--- config.mk ---
export PLATFORM = sky130hd
export DESIGN_NAME = nrsf_cell
export DESIGN_NICKNAME = d
export VERILOG_FILES = /design/src/nrsf_pkg.sv /design/src/nrsf_cell.sv
export SDC_FILE = /design/constraint.sdc
export NUM_CORES = 1
export LEC_CHECK = 0
export BUFFER_PORTS_ARGS = -buffer_cell sky130_fd_sc_hd__clkbuf_2
export CAP_MARGIN = 10
export CORE_AREA = 5 5 42 44
export DETAILED_ROUTE_END_ITERATION = 12
export DIE_AREA = 0 0 47 49
export PLACE_DENSITY = 0.76
export SLEW_MARGIN = 20
export SYNTH_ARGS = -nofsm -noshare
export SYNTH_HDL_FRONTEND = slang
export SYNTH_SLANG_ARGS = --single-unit
--- constraint.sdc ---
create_clock -name clock -period 1.3 [get_ports clock]
set_clock_uncertainty 0.2 [all_clocks]
set_input_delay 0 -clock clock [delete_from_list [all_inputs] [get_ports clock]]
set_output_delay 0 -clock clock [all_outputs]
set_load 0.02 [all_outputs]
--- src/nrsf_pkg.sv ---
// ----------------------------------------------------------------------------
// nrsf_pkg
// Shared types and constants for the RMC sentence filter.
// ----------------------------------------------------------------------------
package nrsf_pkg;

   localparam int DATA_W    = 8;
   localparam int ADDR_W    = 8;
   localparam int CSR_IDX_W = 1;
   localparam int CSR_DAT_W = 7;
   localparam int OFF_W     = 7;
   localparam int HDR_LEN   = 6;

   localparam logic [CSR_IDX_W-1:0] REG_CAPTURE_LENGTH  = 1'd0;
   localparam logic [CSR_IDX_W-1:0] REG_VALIDITY_WINDOW = 1'd1;

   localparam logic [6:0] CAPTURE_LENGTH_RST  = 7'd40;
   localparam logic [5:0] VALIDITY_WINDOW_RST = 6'd20;

   localparam logic [DATA_W-1:0] CHAR_DOLLAR = 8'h24;
   localparam logic [DATA_W-1:0] CHAR_COMMA  = 8'h2c;
   localparam logic [DATA_W-1:0] CHAR_A      = 8'h41;

   localparam logic [OFF_W-1:0] OFF_MAX = 7'd127;

   // one write into the capture cells
   typedef struct packed {
      logic              we;
      logic [ADDR_W-1:0] addr;
      logic [DATA_W-1:0] data;
   } cap_wr_type;

   function automatic logic [DATA_W-1:0] hdr_char(input logic [2:0] pos);
      logic [DATA_W-1:0] c;
      case (pos)
         3'd0:    c = CHAR_DOLLAR;
         3'd1:    c = 8'h47;   // G
         3'd2:    c = 8'h50;   // P
         3'd3:    c = 8'h52;   // R
         3'd4:    c = 8'h4d;   // M
         3'd5:    c = 8'h43;   // C
         default: c = 8'h00;
      endcase
      return c;
   endfunction

endpackage

--- src/nrsf_cell.sv ---
// ----------------------------------------------------------------------------
// nrsf_cell
// One byte of the capture row: loads when addressed, shifts toward the output.
// ----------------------------------------------------------------------------
module nrsf_cell import nrsf_pkg::*; #(
   parameter int INDEX = 0
) (
   input  logic              clock,
   input  cap_wr_type        wr,
   input  logic              shift,
   input  logic [DATA_W-1:0] nbr_data,
   output logic [DATA_W-1:0] data
);

   logic [DATA_W-1:0] data_ff;
   logic [DATA_W-1:0] data_in;

   always_comb begin
      data_in = data_ff;
      if (shift) begin
         data_in = nbr_data;
      end else if (wr.we && (wr.addr == ADDR_W'(INDEX))) begin
         data_in = wr.data;
      end
   end

   always_ff @(posedge clock) begin
      data_ff <= data_in;
   end

   assign data = data_ff;

endmodule

* Word level (Yosys, flattened, before mapping)
Cells that the tools add are included.
** Storage, ports and cells
- Register bits :: 8
- Latch bits :: 0
- RAM bits :: 0
- Bits in read-only memories :: 0
- Bits of input ports :: 27
- Logic and storage cells :: 6
- Memories :: 0
** Cells by class
- Add/subtract/negate cells :: 0
- Multipliers :: 0
- Divide/modulo/power cells :: 0
- Magnitude comparators :: 0
- Eq/ne operators :: 0
- Shift-type cells :: 0
- Multiplexer cells :: 2
- Bitwise gates (word level) :: 0
- Reductions and logical operators :: 3
** Operators with widths (number)
- $mux W8 :: 2
- $logic_not A8 Y1 :: 1
- $reduce_bool A2 Y1 :: 1
- $logic_and A1 B1 Y1 :: 1

* Logic depth before layout (Yosys ltp)
- Depth in word-level cells :: 4
- Depth in mapped cells :: 2

* Least setup slack after synthesis
No wires, ideal clock.
- Path kind :: input to register
- From :: input wr[10] (netlist name)
- To :: register data_ff[0], in the netlist data[0], enable pin
- Library setup time :: 0.329 ns
- Data arrival time :: 0.584 ns
- Required time :: 0.771 ns
- Setup slack :: 0.187 ns
- Stages :: 2
- Path buffers :: 0
- Cell sequence :: nor4_2 > a41o_1
** On the way
- Longest elaborated chain between the ends :: 3
** Ends and longest elaborated chain
- start, declared :: RTL line nrsf_cell.sv:9 : input cap_wr_type wr,
- $logic_not A8 Y1 :: RTL line nrsf_cell.sv:22 : end else if (wr.we && (wr.addr == ADDR_W'(INDEX))) begin
- $logic_and A1 B1 Y1 :: RTL line nrsf_cell.sv:22
- $reduce_bool A2 Y1 (no line)
- end signal, assigned :: RTL line nrsf_cell.sv:28 : data_ff <= data_in;
- end, declared :: RTL line nrsf_cell.sv:15 : logic [DATA_W-1:0] data_ff;
Every way passes these cells.
A chain may end at the register's enable or synchronous reset.

* Worst setup path in the final report
- From :: input wr[0] (netlist name)
- To :: register data_ff[0], in the netlist data[0] (data pin)
** On the way
- Longest elaborated chain between the ends :: 2
** Ends and longest elaborated chain
- $mux W8 :: RTL line nrsf_cell.sv:22
- $mux W8 :: RTL line nrsf_cell.sv:20 : if (shift) begin
- net data_in[0] :: RTL line nrsf_cell.sv:16 : logic [DATA_W-1:0] data_in;
The timed path passes the listed nets, and every way through them passes these cells. The select of a mux whose other input is x is not followed.

==> impl_metrics.ini <==
[status]
status = completed

[critical_path]
worstSetupEndpoint = data[0]
cp.depth = 3
worstSetupPathType = in -> reg
cp_slowest_cell = dlygate4sd3_1
max_stage_delay_ns = 0.55
critPathMaxFanout = 1
required_ns = 1.09
arrival_ns = 0.91
worst-path-buf-inv = 2
cpLargestDelayFamily = buffers and inverters
crit_start = wr[0]
startpoint_type = input port
critPathCaptureType = flop
cp_cell_sequence = dlygate4sd3_1 > clkbuf_2 > mux2_4

[synth]
yosysUniqueCellTypes = 7
netlist_instances = 21
ys_warn_count = 0
avgSynthCellArea_sq_um = 19.2
ys_ff_latch = 8
synth-seq-area-share = 0.596
syn_area_sq_um = 403
synth_fp_nets = 48

[route]
vias = 361
first_pass_iters = 4
vias_per_cell = 4.06
remaining_drc_errors = 0
drt-initial-drc-count = 3
wirelength_microns = 996
final_antenna_net_count = 0
post_drt_wl_per_cell_microns = 11.2

[sta]
fin_ws_ns = 0.184
setup_viol = 0
fin_crit_sh = 0.859
hold_viol_final = 0
setup_tns_ns = 0
fin_hold_ws_ns = 0.114
worst_pin_slew_ns = 0.304
rsz0062_at_grt = no
slew_viol_final = 0
max-slew-margin-rel = 0.797
finalCriticalPeriod_ns = 1.12
fmax_ghz = 0.896

[die]
core_area_sq_um = 1400
die_w_microns = 47
initial_core_util = 0.287
die-area_sq_um = 2300
num_rows = 14
die_h_microns = 49
io_pins = 35

[cts]
cts_buffers = 3
tritoncts = yes
cts_max_level = 1
cts_sinks = 8
cts.clk_slew.worst_paths_ns = 0.05
cts-root-buf = clkbuf_4
cts_buffer_depth = 2

[pwr]
leakagePower_nw = 0.380
power_mw = 0.672
power.density_nw_per_um2 = 879
ir_drop_v = 0.000385

[layout]
nNetsFinal = 102
postLayoutCoreUtil = 0.546
area_growth_pct = 89.8
largest_register_ffs = 8
drive_above_1_share = 0.630
fin_cells = 89
antenna_cells = 0
final_cell_area_sq_um = 764

[global_routing]
grt_pass1_vias = 412
antenna_found_initial = 0
grtUsageTotal = 0.0961
overflow = 0
grt_pass1_wl_microns = 1590
grt_start_max_net_pins = 10

[placed_design]
dpl-instance-area_sq_um = 582
place_inst = 70
numPortBuffers = 34
gp_congestion = 0.679
place_worst_setup_slack_ns = 0.0286

[job]
cap_violations = 0

[worst_hold_path]
holdCritPathClass = in -> reg
## logic make-up (layout without fill, tap and decap cells)
kind of cell / count (synthesis) / after routing / share of synthesized area
simple gates: 2 / 2 / 0.0435
mux: 8 / 8 / 0.298
buf+inv: 2 / 54 / 0.0373
flops: 8 / 8 / 0.596
compound gates: 1 / 1 / 0.0248
## routing by layer
metal	up-vias	track usage	wire (microns)
li1	187	-	-
met2	27	0.152	498
met1	147	0.102	351
met5	-	0	0
met4	0	0.0553	0
met3	0	0.0406	145
## repair_timing
action,4_1_cts,5_1_grt
endpoints found under the hold margin,8,0
setup endpoints to repair,0,0
buffers inserted,0,0
gates resized for setup,0,0
hold buffers,16,0
## final cells by class
cell class | instances | area, sq um
multi-input cells | 11 | 148
flip-flops and latches | 8 | 240
clock buffers | 3 | 22.5
inverters | 1 | 3.75
repair buffers | 50 | 330
fillers | 122 | 637
well taps | 16 | 20.0
## synth_stat cells, drive strengths merged
library cell  instances  area (sq um)
a41o                  1          10.0
edfxtp                8           240
nor3                  1          5.00
inv                   1          3.75
buf                   1          11.3
nor4                  1          12.5
mux2                  8           120
## cells in the final DEF, fill, tap and decap left out
cell type / Yosys / final
clkbuf_4: 0 / 3
a41o_1: 1 / 1
clkbuf_2: 0 / 34
inv_1: 1 / 1
mux2_4: 8 / 8
edfxtp_1: 8 / 8
nor3_1: 1 / 1
nor4_2: 1 / 1
dlygate4sd3_1: 0 / 16
## report_power, final
| group | leakage, nW | switching, mW | internal [mW] |
|---|---|---|---|
| clock | 0.0138 | 0.0717 | 0.105 |
| combinational | 0.288 | 0.0723 | 0.104 |
| sequential | 0.0783 | 0.00595 | 0.313 |
## how the worst min path moves through the flow
stage | startpoint | endpoint | cells past startpoint
floorplan | nbr_data[0] | data[0] | 1
global placement | wr[2] | data[2] | 2
detailed placement | nbr_data[4] | data[4] | 2
CTS | shift | data[0] | 2
global route | shift | data[3] | 2
finish | shift | data[4] | 2
No activity file was read; power rests on OpenSTA's default activity.
