[src/nrsf_pkg.sv]
// ----------------------------------------------------------------------------
// nrsf_pkg
// Shared types and constants for the RMC sentence filter.
// ----------------------------------------------------------------------------
package nrsf_pkg;

   localparam int DATA_W    = 8;
   localparam int ADDR_W    = 8;
   localparam int CSR_IDX_W = 1;
   localparam int CSR_DAT_W = 7;
   localparam int OFF_W     = 7;
   localparam int HDR_LEN   = 6;

   localparam logic [CSR_IDX_W-1:0] REG_CAPTURE_LENGTH  = 1'd0;
   localparam logic [CSR_IDX_W-1:0] REG_VALIDITY_WINDOW = 1'd1;

   localparam logic [6:0] CAPTURE_LENGTH_RST  = 7'd40;
   localparam logic [5:0] VALIDITY_WINDOW_RST = 6'd20;

   localparam logic [DATA_W-1:0] CHAR_DOLLAR = 8'h24;
   localparam logic [DATA_W-1:0] CHAR_COMMA  = 8'h2c;
   localparam logic [DATA_W-1:0] CHAR_A      = 8'h41;

   localparam logic [OFF_W-1:0] OFF_MAX = 7'd127;

   // one write into the capture cells
   typedef struct packed {
      logic              we;
      logic [ADDR_W-1:0] addr;
      logic [DATA_W-1:0] data;
   } cap_wr_type;

   function automatic logic [DATA_W-1:0] hdr_char(input logic [2:0] pos);
      logic [DATA_W-1:0] c;
      case (pos)
         3'd0:    c = CHAR_DOLLAR;
         3'd1:    c = 8'h47;   // G
         3'd2:    c = 8'h50;   // P
         3'd3:    c = 8'h52;   // R
         3'd4:    c = 8'h4d;   // M
         3'd5:    c = 8'h43;   // C
         default: c = 8'h00;
      endcase
      return c;
   endfunction

endpackage

[src/nrsf_match.sv]
// ----------------------------------------------------------------------------
// nrsf_match
// Header search, comma counting and validity check; steers capture writes.
// ----------------------------------------------------------------------------
module nrsf_match import nrsf_pkg::*; #(
   parameter int LEN_W = 7
) (
   input  logic              clock,
   input  logic              reset,
   input  logic              accept,
   input  logic [DATA_W-1:0] data_byte,
   input  logic              block_start,
   input  logic [LEN_W-1:0]  eff_len,
   input  logic [5:0]        window,
   output cap_wr_type        wr,
   output logic              emit
);

   localparam int CW = (LEN_W > OFF_W + 1) ? LEN_W : OFF_W + 1;

   logic [2:0]       hpos_ff, hpos_in;
   logic             cand_ff, cand_in;
   logic [1:0]       comma_ff, comma_in;
   logic [OFF_W-1:0] off_ff, off_in;
   logic             valid_ff, valid_in;
   logic             found_ff, found_in;

   logic             fib, cand, vld, go, vv;
   logic [1:0]       cc;
   logic [OFF_W-1:0] off;
   logic [2:0]       p, p1;
   logic [CW-1:0]    off_x, len_x;

   always_comb begin
      hpos_in  = hpos_ff;
      cand_in  = cand_ff;
      comma_in = comma_ff;
      off_in   = off_ff;
      valid_in = valid_ff;
      found_in = found_ff;
      wr       = '0;
      emit     = 1'b0;
      fib      = found_ff & ~block_start;
      cand     = cand_ff & ~block_start;
      vld      = valid_ff & ~block_start;
      cc       = block_start ? 2'd0 : comma_ff;
      off      = block_start ? '0 : off_ff;
      p        = block_start ? 3'd0 : hpos_ff;
      p1       = p + 3'd1;
      go       = 1'b0;
      vv       = vld;
      off_x    = CW'(off);
      len_x    = CW'(eff_len);
      if (accept) begin
         if (block_start) begin
            found_in = 1'b0;
            cand_in  = 1'b0;
            valid_in = 1'b0;
            comma_in = 2'd0;
            off_in   = '0;
            hpos_in  = 3'd0;
         end
         if (!fib) begin
            if (!cand) begin
               if ((p < 3'(HDR_LEN)) && (data_byte == hdr_char(p))) begin
                  wr = '{we: 1'b1, addr: ADDR_W'(p), data: data_byte};
                  if (p1 == 3'(HDR_LEN)) begin
                     cand_in  = 1'b1;
                     valid_in = 1'b0;
                     comma_in = 2'd0;
                     off_in   = OFF_W'(HDR_LEN);
                     hpos_in  = 3'd0;
                  end else begin
                     hpos_in = p1;
                  end
               end else if (data_byte == CHAR_DOLLAR) begin
                  wr      = '{we: 1'b1, addr: '0, data: data_byte};
                  hpos_in = 3'd1;
               end else begin
                  hpos_in = 3'd0;
               end
            end else begin
               go = 1'b1;
               if (!vld) begin
                  if (data_byte == CHAR_DOLLAR) begin
                     // restart the header match on the new dollar
                     go       = 1'b0;
                     cand_in  = 1'b0;
                     valid_in = 1'b0;
                     comma_in = 2'd0;
                     off_in   = '0;
                     wr       = '{we: 1'b1, addr: '0, data: data_byte};
                     hpos_in  = 3'd1;
                  end else if (cc >= 2'd2) begin
                     if (data_byte != CHAR_A) begin
                        go = 1'b0;
                     end else begin
                        vv       = 1'b1;
                        valid_in = 1'b1;
                     end
                  end else if (off >= OFF_W'(window)) begin
                     go = 1'b0;
                  end else if (data_byte == CHAR_COMMA) begin
                     comma_in = cc + 2'd1;
                  end
                  if (!go && (data_byte != CHAR_DOLLAR)) begin
                     cand_in  = 1'b0;
                     valid_in = 1'b0;
                     comma_in = 2'd0;
                     off_in   = '0;
                     hpos_in  = 3'd0;
                  end
               end
               if (go) begin
                  if (off_x < len_x) begin
                     wr = '{we: 1'b1, addr: ADDR_W'(off), data: data_byte};
                  end
                  off_in = (off < OFF_MAX) ? off + OFF_W'(1) : OFF_MAX;
                  if (vv && ((off_x + CW'(1)) >= len_x)) begin
                     emit     = 1'b1;
                     found_in = 1'b1;
                     cand_in  = 1'b0;
                     valid_in = 1'b0;
                     comma_in = 2'd0;
                     off_in   = '0;
                     hpos_in  = 3'd0;
                  end
               end
            end
         end
      end
   end

   always_ff @(posedge clock) begin
      if (reset) begin
         hpos_ff  <= 3'd0;
         cand_ff  <= 1'b0;
         comma_ff <= 2'd0;
         off_ff   <= '0;
         valid_ff <= 1'b0;
         found_ff <= 1'b0;
      end else begin
         hpos_ff  <= hpos_in;
         cand_ff  <= cand_in;
         comma_ff <= comma_in;
         off_ff   <= off_in;
         valid_ff <= valid_in;
         found_ff <= found_in;
      end
   end

   a_hpos_range: assert property (@(posedge clock) disable iff (reset)
      hpos_ff < 3'(HDR_LEN))
      else $error("header position out of range");
   a_valid_needs_cand: assert property (@(posedge clock) disable iff (reset)
      valid_ff |-> cand_ff)
      else $error("valid sentence without candidate");
   a_emit_sets_found: assert property (@(posedge clock) disable iff (reset)
      emit |=> (found_ff && !cand_ff))
      else $error("emission did not close the block");

endmodule

[config.mk]
export PLATFORM = sky130hd
export DESIGN_NAME = nrsf_match
export DESIGN_NICKNAME = d
export VERILOG_FILES = /design/src/nrsf_pkg.sv /design/src/nrsf_match.sv
export SDC_FILE = /design/constraint.sdc
export NUM_CORES = 1
export LEC_CHECK = 0
export BUFFER_PORTS_ARGS = -buffer_cell sky130_fd_sc_hd__buf_2
export CORE_MARGIN = 2
export CORE_UTILIZATION = 30
export DETAILED_ROUTE_END_ITERATION = 6
export SYNTH_ARGS = -nofsm -noshare
export SYNTH_HDL_FRONTEND = slang
export SYNTH_SLANG_ARGS = --single-unit
[constraint.sdc]
create_clock -name clock -period 6 [get_ports clock]
set_input_delay 0.3 -clock clock [delete_from_list [all_inputs] [get_ports clock]]
set_output_delay 0.3 -clock clock [all_outputs]
set_load 0.03 [all_outputs]
# Word-level counts from Yosys, hierarchy flattened
# Index checks and enable logic that the tools add are counted.
# word_totals
ramBits,0
rom_bits,0
n_memories,0
ff_bits,15
latch_bits,0
# classes
n_bitwise,4
n_mul,0
n_shift,0
n_mux,97
n_div,0
n_reduce_logical,5
eq_ne,11
n_lt_le_gt_ge,6
n_addsub,4
# op_table
cell,count
$mux W17,8
$mux W7,11
$mux W1,51
$pmux W7 S6,1
$mux W3,10
$mux W2,13
$mux W8,3
$eq A8 B6 Y1 const B,2
$eq A3 B3 Y1 const B,3
$add A7 B1 Y8 const B,1
$eq A8 B8 Y1,1
$ge A8 B7 Y1,1
$ne A8 B6 Y1 const B,1
$ne A8 B7 Y1 const B,1
$add A7 B1 Y7 const B,1
$ge A7 B6 Y1,1
$lt A7 B7 Y1,1
$lt A7 B7 Y1 const B,1
$eq A3 B2 Y1 const B,2
$add A3 B1 Y3 const B,1
$and A1 B1 Y1,3
$eq A3 B1 Y1 const B,1
$logic_and A1 B1 Y1,3
$logic_not A3 Y1,1
other kinds (5),5

# Logic depth before layout (Yosys ltp)
# depth
depth_word,17
depth_mapped,15

# Least setup slack after synthesis
# Ideal clock, no wire load.
# synth_timing
kind,input to output
start,input port block_start
end,output port wr[4] (netlist name)
path_slack_ns,2.581
t_arrival_ns,3.119
cell_stages,13
cell_sequence,buf_4 -> clkinv_1 -> nand2_1 -> inv_1 -> ha_1 -> ha_1 -> or3_1 -> a31oi_1 -> xnor2_1 -> nor4_4 -> and3_4 -> a21oi_2 -> nor3_1
# synth_rtl
element,line,source
from (decl),nrsf_match.sv:12,"input logic block_start,"
to (decl),nrsf_match.sv:15,"output cap_wr_type wr,"

==> summary.md <==
| Metric | Value |
|---|---|
| Post-Syn Instances | `286` |
| Area of the multi-input gates | `1570 sq um` |
| Core Region | `6680 sq um` |
| FMAX | `241 MHz` |
| Setup TNS Final | `0 ns` |
| WHS | `between 0.3 and 0.4 ns` |
| Syn_nets | `about 330` |
| RSZ-0062 raised after global routing | `false` |
| Slew @ Worst Pin | `0.613 ns` |
| Avg Vias per Cell | `5.72` |
| Detailed Route WL | `6170 um` |
| Nets | `363` |
| Met3 wire len | `382 um` |
| # clock sinks | `15` |
| Power density over cell area | `approximately 120 nW/um^2` |
| CTS buffer count | `3` |
| Final Wtd Congestion | `0.987` |
| Layout cells sized above 1 | `19.7%` |
| ANT nets after route | `0` |
| Peak supply drop | `roughly 0.000046 V` |
| Asr flop ratio synth | `0%` |
| CTS tree | `yes` |
| CP endpoint kind | `primary output` |
| Final Hold Fails | `0` |
| Clock transition at path regs | `~0.060 ns` |
| HPWL Detailed | `4880 um` |
| Post-synth top area cell | `dfxtp_1` |
| Number of DRC markers in iteration 0 | `about 220` |
| Via Count | `2286` |
| Final worst-path cycle share | `69.1%` |
| Drt first pass iters | `5` |
| Syn Std Cell Area | `between 2000 and 2500 sq um` |
| Gr usage total | `16.5%` |
| Met1 wire length | `2800 um` |
| Top FF cell, synth | `dfxtp_1` |
| Cells after DPL | `396` |
| Nature of the critical path startpoint | `primary input` |
| Top sig layer | `met4` |
| Root Driver | `clkbuf_8` |
| Arr. time, crit path | `3.85 ns` |
| IO Port Bufs | `between 40 and 50` |
| Area grow syn2layout | `14.9%` |
| Crit path required time | `5.70 ns` |
| Num ports | `43` |
| Share of Yosys cell area claimed by the top area cell type | `around 15%` |
| Synth unique cells | `64` |
| Die Y-Extent | `about 86 um` |
| Max cap viols | `0` |
| Largest net degree at the start of global routing | `29` |
| Htree depth | `1` |
| Fin crit period | `approximately 4.1 ns` |
| CP max stage delay | `0.48 ns` |
| Commonest cells after routing, fill and taps aside | `41 x buf_2, 33 x nand2_1, 25 x nor2_1, 23 x inv_1, 18 x a21oi_1` |
| Crit Path Category | `primary input to primary output` |
| Vias in the first global route | `2030` |
| Register area | `about 300 sq um` |
| Critical path cell sequence | `buf_2, clkinv_1, nand2_1, inv_1, ha_1, ha_1, or3_1, a31oi_1, xnor2_1, nor4_4, and3_4, a21oi_2, nor4_2, buf_2` |
| Sequential fraction of the synthesis area | `14.8%` |
| Remaining DRCs | `0` |
| YS warnings | `0` |
| Fill cells | `734` |
| Clock latency on the worst-skew pair | `0.25 ns` |
| DR WL/cell | `15.4 um` |
| Clock skew | `0.00767 ns` |
| CP max FO | `28` |
| Biggest area contributors in the synthesized netlist | `dfxtp_1 15%, ha_1 10%, nand2_1 6.1%` |
| Initial antenna violation count | `0` |
| Die X-Extent | `86.3 um` |
| Crit-path slowest cell | `buf_2` |
| Leak | `0.979 nW` |
| Resized Gates After CTS | `0` |
| Longest Clk Path Bufs | `2` |
| CTS Hold Bufs | `0` |
| Syn_area_per_cell | `7.11 sq um` |
| Status | `completed` |
| Post-synth EDFFs | `0` |
| Yosys reg bits | `15` |
| Die area | `~7500 sq um` |
| Initial core utilization | `30.4%` |
| Worst hold path class | `primary input to flip-flop` |
| Final Max Slew Viols | `0` |
| First-pass GRT wire length | `about 10000 um` |
| Row count | `30` |
| Antenna fix cells | `0` |
| Commonest non-fill, non-tap cell in the layout | `buf_2` |
| # setup viols final | `0` |
| WL met2 | `2890 um` |
| Post-CTS setup buffer count | `0` |
| Slew margin rel. | `roughly 60%` |
| Congestion Overflow GR | `0` |
| Non-Filler Instances | `400` |
[final cells by class]
class,instances,area share (%)
Multi-Input combinational cell,232,67.3
Sequential cell,15,12.9
Timing Repair Buffer,43,9.43
Tap cell,80,4.28
Inverter,26,4.18
Clock buffer,4,1.93
[synthesized netlist by cell type, types with 4 or more instances]
cell,number
nor2_1,25
ha_1,17
a31oi_1,7
nand2_1,33
a21oi_1,18
nand4_1,5
inv_1,23
nor2b_1,6
xnor2_1,6
a211oi_1,4
buf_2,5
nand2b_1,7
o21ai_0,17
o211ai_1,5
clkbuf_1,5
nor3_1,10
dfxtp_1,15
nand3_1,4
[kinds of logic (layout without fill, tap and decap cells)]
family                     Yosys count  after routing  share of synthesized area, %
AOI/OAI and AO/OA                   91             91                          31.9
DFF                                 15             15                          14.8
buffers and inverters               39             73                          7.88
adders and majority gates           17             17                          10.5
muxes                                3              3                          1.48
xor gates and xnor gates             8              8                          3.45
other                                1              1                         0.184
and+or+nand+nor                    112            112                          29.9
[critical path: cells and delay by family]
kind                       cells  cell delay [ns]
and+or+nand+nor                5             1.37
xor gates and xnor gates       1             0.15
buffers and inverters          4             1.26
AOI/OAI and AO/OA              2             0.34
adders and majority gates      2             0.42
[metal layers]
layer	vias up	GRT usage, %
li1	1120	-
met1	1041	23.2
met2	105	26.9
met3	20	2.95
met4	0	2.70
met5	-	0
[state kept, by name, indices dropped and copies added (netlist names)]
name / count
valid_ff: 1
off_ff: 7
hpos_ff: 3
found_ff: 1
cand_ff: 1
comma_ff: 2
[report_power, final]
group,total [W],switching [W],internal [W]
logic,0.0000858,0.0000545,0.0000312
clock network,0.0000817,0.0000347,0.0000470
registers,0.000108,0.00000630,0.000102
[path summary, 6_finish.rpt]
| check | from | end | slack [ns] | depth (start not counted) |
|---|---|---|---|---|
| worst max-delay path | block_start | wr[10] | 1.85 | 14 |
| worst max register to register | off_ff[0]$_SDFFE_PP0P_ | comma_ff[1]$_SDFFE_PP0P_ | 2.73 | 12 |
| worst min-delay path | reset | hpos_ff[1]$_SDFFE_PP0P_ | 0.34 | 2 |
| worst min register to register | hpos_ff[2]$_SDFFE_PP0P_ | hpos_ff[2]$_SDFFE_PP0P_ | 0.51 | 2 |
[metrics by stage]
stage / setup WS (ns) / power [W] / utilization (%) / cell area [sq um]
after CTS: 1.86 / 0.000276 / 35.0 / 2340
after floorplan: 2.58 / 0.000167 / - / 2030
after global placement: 1.97 / 0.000194 / 34.3 / 2290
final: 1.85 / 0.000276 / 35.0 / 2340
after detailed placement: 1.87 / 0.000195 / 34.3 / 2290
after global routing: 1.56 / 0.000291 / 35.0 / 2340
No activity file was read; power rests on OpenSTA's default activity.
